$ cat config.mk
export PLATFORM = sky130hd
export DESIGN_NAME = uart_8n1_transceiver_top
export DESIGN_NICKNAME = d
export VERILOG_FILES = /design/src/design/uart_pkg.sv /design/src/design/uart_8n1_transceiver_top.sv
export SDC_FILE = /design/constraint.sdc
export NUM_CORES = 1
export LEC_CHECK = 0
export BUFFER_PORTS_ARGS = -buffer_cell sky130_fd_sc_hd__buf_2
export CORE_ASPECT_RATIO = 1.1
export CORE_UTILIZATION = 55
export CTS_CLUSTER_DIAMETER = 120
export DETAILED_ROUTE_END_ITERATION = 8
export MAX_ROUTING_LAYER = met4
export PLACE_DENSITY = 0.82
export SYNTH_ARGS = -nofsm -noshare
export SYNTH_HDL_FRONTEND = slang
export SYNTH_SLANG_ARGS = --single-unit
$ cat constraint.sdc
create_clock -name aclk -period 4.4 [get_ports aclk]
set_input_delay 0.44 -clock aclk [delete_from_list [all_inputs] [get_ports aclk]]
set_output_delay 0.44 -clock aclk [all_outputs]
set_load 0.05 [all_outputs]
$ cat src/design/uart_pkg.sv
// Package for the 8N1 UART transceiver: frame constants, receiver phase type.
// No dependencies; imported by the top level and its checker.
`timescale 1ns / 1ps
`default_nettype none

package uart_pkg;

    localparam int unsigned PERIOD_W     = 16;
    localparam int unsigned BYTE_W       = 8;
    localparam int unsigned COUNT_W      = 4;
    localparam int unsigned S_TDATA_W    = 16;
    localparam int unsigned M_TDATA_W    = 16;

    localparam logic [COUNT_W-1:0]  FRAME_BITS   = 4'd10;
    localparam logic [COUNT_W-1:0]  DATA_BITS    = 4'd8;
    localparam logic [PERIOD_W-1:0] PERIOD_RESET = 16'd208;

    typedef enum logic [3:0] {
        RX_IDLE = 4'b0001,
        RX_HALF = 4'b0010,
        RX_DATA = 4'b0100,
        RX_STOP = 4'b1000
    } rx_phase_t;

endpackage

`default_nettype wire

$ cat src/design/uart_8n1_transceiver_top.sv
// 8N1 UART transceiver top level; one input word is one tick of line sampling.
// The result word of an accepted input word is registered and shown in the next cycle.
// Throughput: one word per cycle unless m_tready stalls; the output register frees itself when m_tready is high.
// Reset: synchronous active-low aresetn clears the transmitter to idle-high,
// the receiver to waiting for a start bit, and the bit period to 208 ticks.
// Depends on uart_pkg.
`timescale 1ns / 1ps
`default_nettype none

module uart_8n1_transceiver_top (
    input  wire                               aclk,
    input  wire                               aresetn,
    input  wire                               cfg_wr_en,
    input  wire [uart_pkg::PERIOD_W-1:0]      cfg_wr_data,
    input  wire                               s_tvalid,
    output logic                              s_tready,
    // Fields from bit 0: rx_line, tx_request, tx_byte[7:0], zero padding.
    input  wire [uart_pkg::S_TDATA_W-1:0]     s_tdata,
    output logic                              m_tvalid,
    input  wire                               m_tready,
    // Fields from bit 0: tx_line, tx_busy, rx_valid, rx_byte[7:0], zero padding.
    output logic [uart_pkg::M_TDATA_W-1:0]    m_tdata
);
    import uart_pkg::*;

    logic [PERIOD_W-1:0] period_reg;

    logic [BYTE_W-1:0]   tx_shift_reg, tx_shift_next;
    logic [COUNT_W-1:0]  tx_left_reg, tx_left_next;
    logic [PERIOD_W-1:0] tx_timer_reg, tx_timer_next;
    logic                tx_level_reg, tx_level_next;

    rx_phase_t           rx_phase_reg, rx_phase_next;
    logic [PERIOD_W-1:0] rx_timer_reg, rx_timer_next;
    logic [COUNT_W-1:0]  rx_left_reg, rx_left_next;
    logic [BYTE_W-1:0]   rx_shift_reg, rx_shift_next;

    logic                out_valid_reg;
    logic                out_tx_line_reg, out_tx_busy_reg, out_rx_valid_reg;
    logic [BYTE_W-1:0]   out_rx_byte_reg;
    logic                rx_valid_next;
    logic [BYTE_W-1:0]   rx_byte_next;

    logic                in_line, in_req;
    logic [BYTE_W-1:0]   in_byte;
    logic                accept;
    logic [PERIOD_W-1:0] tx_dec, rx_dec;

    assign in_line  = s_tdata[0];
    assign in_req   = s_tdata[1];
    assign in_byte  = s_tdata[BYTE_W+1:2];
    assign s_tready = !out_valid_reg || m_tready;
    assign accept   = s_tvalid && s_tready;

    assign tx_dec = (tx_timer_reg != '0) ? tx_timer_reg - 1'b1 : '0;
    assign rx_dec = (rx_timer_reg != '0) ? rx_timer_reg - 1'b1 : '0;

    always_comb begin
        tx_shift_next = tx_shift_reg;
        tx_left_next  = tx_left_reg;
        tx_timer_next = tx_timer_reg;
        tx_level_next = tx_level_reg;
        if (tx_left_reg != '0) begin
            if (tx_dec == '0) begin
                tx_level_next = tx_shift_reg[0];
                tx_shift_next = {1'b1, tx_shift_reg[BYTE_W-1:1]};
                tx_left_next  = tx_left_reg - 1'b1;
                tx_timer_next = (tx_left_next != '0) ? period_reg : '0;
            end else begin
                tx_timer_next = tx_dec;
            end
        end
        if (tx_left_next == '0 && in_req) begin
            tx_level_next = 1'b0;
            tx_shift_next = in_byte;
            tx_left_next  = FRAME_BITS;
            tx_timer_next = period_reg;
        end
    end

    always_comb begin
        rx_phase_next = rx_phase_reg;
        rx_timer_next = rx_timer_reg;
        rx_left_next  = rx_left_reg;
        rx_shift_next = rx_shift_reg;
        rx_valid_next = 1'b0;
        rx_byte_next  = '0;
        case (rx_phase_reg)
            RX_IDLE: begin
                if (!in_line) begin
                    rx_phase_next = RX_HALF;
                    rx_timer_next = period_reg >> 1;
                    rx_shift_next = '0;
                    rx_left_next  = '0;
                end
            end
            RX_HALF: begin
                rx_timer_next = rx_dec;
                if (rx_dec == '0) begin
                    rx_phase_next = RX_DATA;
                    rx_left_next  = DATA_BITS;
                    rx_timer_next = period_reg;
                end
            end
            RX_DATA: begin
                rx_timer_next = rx_dec;
                if (rx_dec == '0) begin
                    rx_shift_next = {in_line, rx_shift_reg[BYTE_W-1:1]};
                    rx_left_next  = (rx_left_reg != '0) ? rx_left_reg - 1'b1 : '0;
                    if (rx_left_next == '0) begin
                        rx_phase_next = RX_STOP;
                    end
                    rx_timer_next = period_reg;
                end
            end
            RX_STOP: begin
                rx_timer_next = rx_dec;
                if (rx_dec == '0) begin
                    rx_valid_next = 1'b1;
                    rx_byte_next  = rx_shift_reg;
                    rx_phase_next = RX_IDLE;
                    rx_timer_next = '0;
                end
            end
            default: begin
                rx_phase_next = RX_IDLE;
                rx_timer_next = '0;
            end
        endcase
    end

    always_ff @(posedge aclk) begin
        if (!aresetn) begin
            period_reg    <= PERIOD_RESET;
            tx_shift_reg  <= '1;
            tx_left_reg   <= '0;
            tx_timer_reg  <= '0;
            tx_level_reg  <= 1'b1;
            rx_phase_reg  <= RX_IDLE;
            rx_timer_reg  <= '0;
            rx_left_reg   <= '0;
            rx_shift_reg  <= '0;
            out_valid_reg <= 1'b0;
        end else begin
            if (cfg_wr_en) begin
                period_reg <= cfg_wr_data;
            end
            if (accept) begin
                tx_shift_reg <= tx_shift_next;
                tx_left_reg  <= tx_left_next;
                tx_timer_reg <= tx_timer_next;
                tx_level_reg <= tx_level_next;
                rx_phase_reg <= rx_phase_next;
                rx_timer_reg <= rx_timer_next;
                rx_left_reg  <= rx_left_next;
                rx_shift_reg <= rx_shift_next;
            end
            if (accept) begin
                out_valid_reg <= 1'b1;
            end else if (m_tready) begin
                out_valid_reg <= 1'b0;
            end
        end
    end

    always_ff @(posedge aclk) begin
        if (accept) begin
            out_tx_line_reg  <= tx_level_next;
            out_tx_busy_reg  <= (tx_left_next != '0);
            out_rx_valid_reg <= rx_valid_next;
            out_rx_byte_reg  <= rx_byte_next;
        end
    end

    assign m_tvalid = out_valid_reg;
    assign m_tdata  = {{(M_TDATA_W-BYTE_W-3){1'b0}}, out_rx_byte_reg,
                       out_rx_valid_reg, out_tx_busy_reg, out_tx_line_reg};

endmodule

`default_nettype wire

==> flow_summary.json <==
{
  "run_status": "complete, no violations",
  "setup_ws_ns": 0.602,
  "skew_ns": 0.0188,
  "r2r_setup_slack_ns": 0.60,
  "cts.path.max_buffers": 2,
  "path_clk_slew_ns": 0.09,
  "initial_core_util": 0.578,
  "holdBufCountCts": 0,
  "die_y_um": 104,
  "fp.coreArea_mm2": 0.00901,
  "syn-cell-area_mm2": 0.00520,
  "hp-class": "in -> reg",
  "synth_xor_area_frac": 0.0337,
  "async_reset_ff_frac": 0,
  "syn2layout_area_growth_pct": 7.36,
  "ys_seq_area_frac": 0.363,
  "finalMaxSlewViolations": 0,
  "hold_violations": 0,
  "drive_gt1_frac": 0.167,
  "grt_pass1_vias": 4251,
  "holdWs_ns": 0.286,
  "post_cts_buffers": 0,
  "grt_pass1_wl_um": 20400,
  "place_ws_ns": 0.639,
  "final_nets": 644,
  "clockRootBuffer": "clkbuf_8",
  "routed_via_density": 6.42,
  "wl_met1_um": 5140,
  "relSlewSlack": 0.283,
  "yosys_warnings": 0,
  "ys.flop_type": "dfxtp_1",
  "synth_edf_count": 11,
  "min-delay-start": "cfg_wr_data[4]",
  "ys_top_cells_by_area": "dfxtp_1 30%, edfxtp_1 6.3%, mux2i_1 5.2%",
  "synth_top_family_by_area": "compound AO/OA/AOI/OAI gates",
  "startpoint_type": "register",
  "cts_num_sinks": 89,
  "worst_slew_pin_slew_ns": 1.06,
  "r2r_end": "tx_shift_reg[5]",
  "worst_ep_arrival_time_ns": 4.09,
  "synth-simple-area-share": 0.229,
  "die_area_mm2": 0.00986,
  "p_leak_nw": 2.25,
  "dpl.hpwl_um": 8460,
  "pin_count": 55,
  "timing.final.crit_share": 0.863,
  "vdd_drop_max_mv": 0.293,
  "synth_cell_type_count": 73,
  "maxCapViolations": 0,
  "dpl_cell_area_mm2": 0.00542,
  "synth_top_area_cell": "dfxtp_1",
  "vias": 4619,
  "synth_seq_cells": 89,
  "antenna_found_initial": 0,
  "avgSynthCellArea_um2": 8.93,
  "wl_per_cell_um": 17.1,
  "wl_met2_um": 6170,
  "antenna_cells": 0,
  "synth_top_area_share": 0.300,
  "totalWireLength_um": 12300,
  "cts_buffers": 9,
  "die_w_um": 94.8,
  "syn_inst": 583,
  "worstHoldEndpoint": "period_reg[4]",
  "crit_type": "reg -> reg",
  "cts_tree": "done",
  "critPathCaptureType": "register",
  "muxShareOfSynthArea": 0.0519,
  "grt_max_degree": 50,
  "power_density_mw_per_mm2": 444,
  "top_layer_used": "met4",
  "wl_met3_um": 740,
  "rsz0062_at_grt": "false",
  "synth_compound_area_frac": 0.245,
  "setup_viol_count_final": 0,
  "insertion_delay_ns": 0.38,
  "crit_fanout": 11,
  "globalRouteOverflowTotal": 0,
  "r2r_start": "tx_timer_reg[0]",
  "final_area_mm2": 0.00559,
  "std_cell_rows": 36,
  "required_ns": 4.69,
  "io_buffers": 43,
  "worstHoldPathCells": 3,
  "track_usage": 0.265,
  "rr_worst_depth": 12,
  "fmax_mhz": 263,
  "h-tree-depth": 3,
  "drt_iter0_markers": 313,
  "drc": 0,
  "drtAntennaViolNets": 0,
  "first_pass_iters": 5,
  "synthAdderAreaFrac": 0.0144,
  "gp_congestion": 0.993,
  "layout_min_cycle_time_ns": 3.80,
  "tns_ns": 0,
  "cts-resized-gates": 0
}
power breakdown:
group          internal (mW)  switching (mW)
sequential             0.897           0.102
clock                  0.208           0.312
combinational          0.372           0.594
total                   1.48            1.01
how the worst max path moves through the flow:
| stage | cells past startpoint | end | startpoint |
|---|---|---|---|
| 5_1_grt | 12 | tx_shift_reg[5] | tx_timer_reg[0] |
| 2_1_floorplan | 13 | tx_timer_reg[10] | tx_timer_reg[0] |
| 4_1_cts | 12 | tx_shift_reg[2] | tx_timer_reg[0] |
| 3_3_place_gp | 11 | tx_timer_reg[14] | tx_timer_reg[0] |
| 6_report | 12 | tx_shift_reg[5] | tx_timer_reg[0] |
| 3_5_place_dp | 12 | tx_shift_reg[2] | tx_timer_reg[0] |
cell usage after synthesis (all sizes together), types with 6 or more instances:
master	count
dfxtp	78
clkbuf	37
nand2	36
a21oi	35
o21ai	34
nor2	31
mux2i	27
a221oi	22
a22o	22
nor2b	21
nor3	20
inv	17
and2	15
buf	15
nor3b	15
xor2	14
edfxtp	11
o211ai	11
nor4	10
nand3	8
a31oi	6
ha	6
nand4	6
o31ai	6
or4	6
xnor2	6
cell families (layout without fill, tap and decap cells):
family / after synthesis / after routing
multiplexers: 27 / 27
buffers and inverters: 69 / 88
XOR/XNOR: 20 / 20
other: 1 / 5
adder cells (fa/ha/maj): 6 / 6
flip-flops: 89 / 89
AND/OR/NAND/NOR: 204 / 204
AO/OA/AOI/OAI: 167 / 167
worst max-delay path, stage by stage, from the launching register on:
cell	delay, ns
dfxtp_1	0.35
inv_1	0.10
ha_1	0.24
or4b_4	0.52
or4b_4	0.55
a21oi_4	0.18
o211ai_4	0.13
o31ai_4	0.31
a22o_1	0.49
a31oi_1	0.14
buf_4	0.19
nand2b_1	0.26
o211ai_1	0.25
metal layers:
metal,up-vias,GRT usage
met5,-,-
met3,28,0.0534
li1,2207,-
met2,152,0.424
met4,0,0.0844
met1,2232,0.333
final cells by class:
class / instances / area [um2]
timing repair buffer: 55 / 305
multi-input combinational: 429 / 3020
sequential: 89 / 1890
inverter: 17 / 63.8
clock inverter: 6 / 41.3
tap: 114 / 143
fill: 792 / 3420
clock buffer: 10 / 128
through the flow:
| step | instances | power (mW) | util |
|---|---|---|---|
| finish | 720 | 2.48 | 0.620 |
| global route | 720 | 2.62 | 0.620 |
| CTS | 720 | 2.47 | 0.620 |
| detailed placement | 704 | 1.96 | 0.602 |
| global placement | 704 | 1.93 | 0.602 |
| floorplan | 587 | 1.78 | - |
cell usage in the layout, fill, tap and decap left out, types with 4 or more instances in the layout:
| cell | Yosys | final |
|---|---|---|
| a21boi_0 | 4 | 4 |
| a21oi_1 | 32 | 32 |
| a221oi_1 | 16 | 16 |
| a221oi_2 | 6 | 6 |
| a22o_1 | 22 | 22 |
| a31oi_1 | 6 | 6 |
| and2_1 | 14 | 14 |
| buf_2 | 2 | 43 |
| buf_4 | 9 | 12 |
| clkbuf_8 | 0 | 9 |
| conb_1 | 1 | 5 |
| dfxtp_1 | 78 | 78 |
| edfxtp_1 | 11 | 11 |
| ha_1 | 6 | 6 |
| inv_1 | 17 | 17 |
| mux2i_1 | 27 | 27 |
| nand2_1 | 35 | 35 |
| nand2b_1 | 5 | 5 |
| nand3_1 | 8 | 8 |
| nand4_1 | 6 | 6 |
| nor2_1 | 31 | 31 |
| nor2b_1 | 21 | 21 |
| nor3_1 | 20 | 20 |
| nor3b_1 | 15 | 14 |
| nor4_1 | 8 | 8 |
| nor4b_1 | 5 | 5 |
| o211ai_1 | 10 | 10 |
| o21ai_0 | 32 | 32 |
| o31ai_1 | 4 | 4 |
| or3_1 | 5 | 5 |
| or4_1 | 6 | 6 |
| xnor2_1 | 6 | 6 |
| xor2_1 | 14 | 14 |
Note: power is estimated with default switching activity, not from simulation.
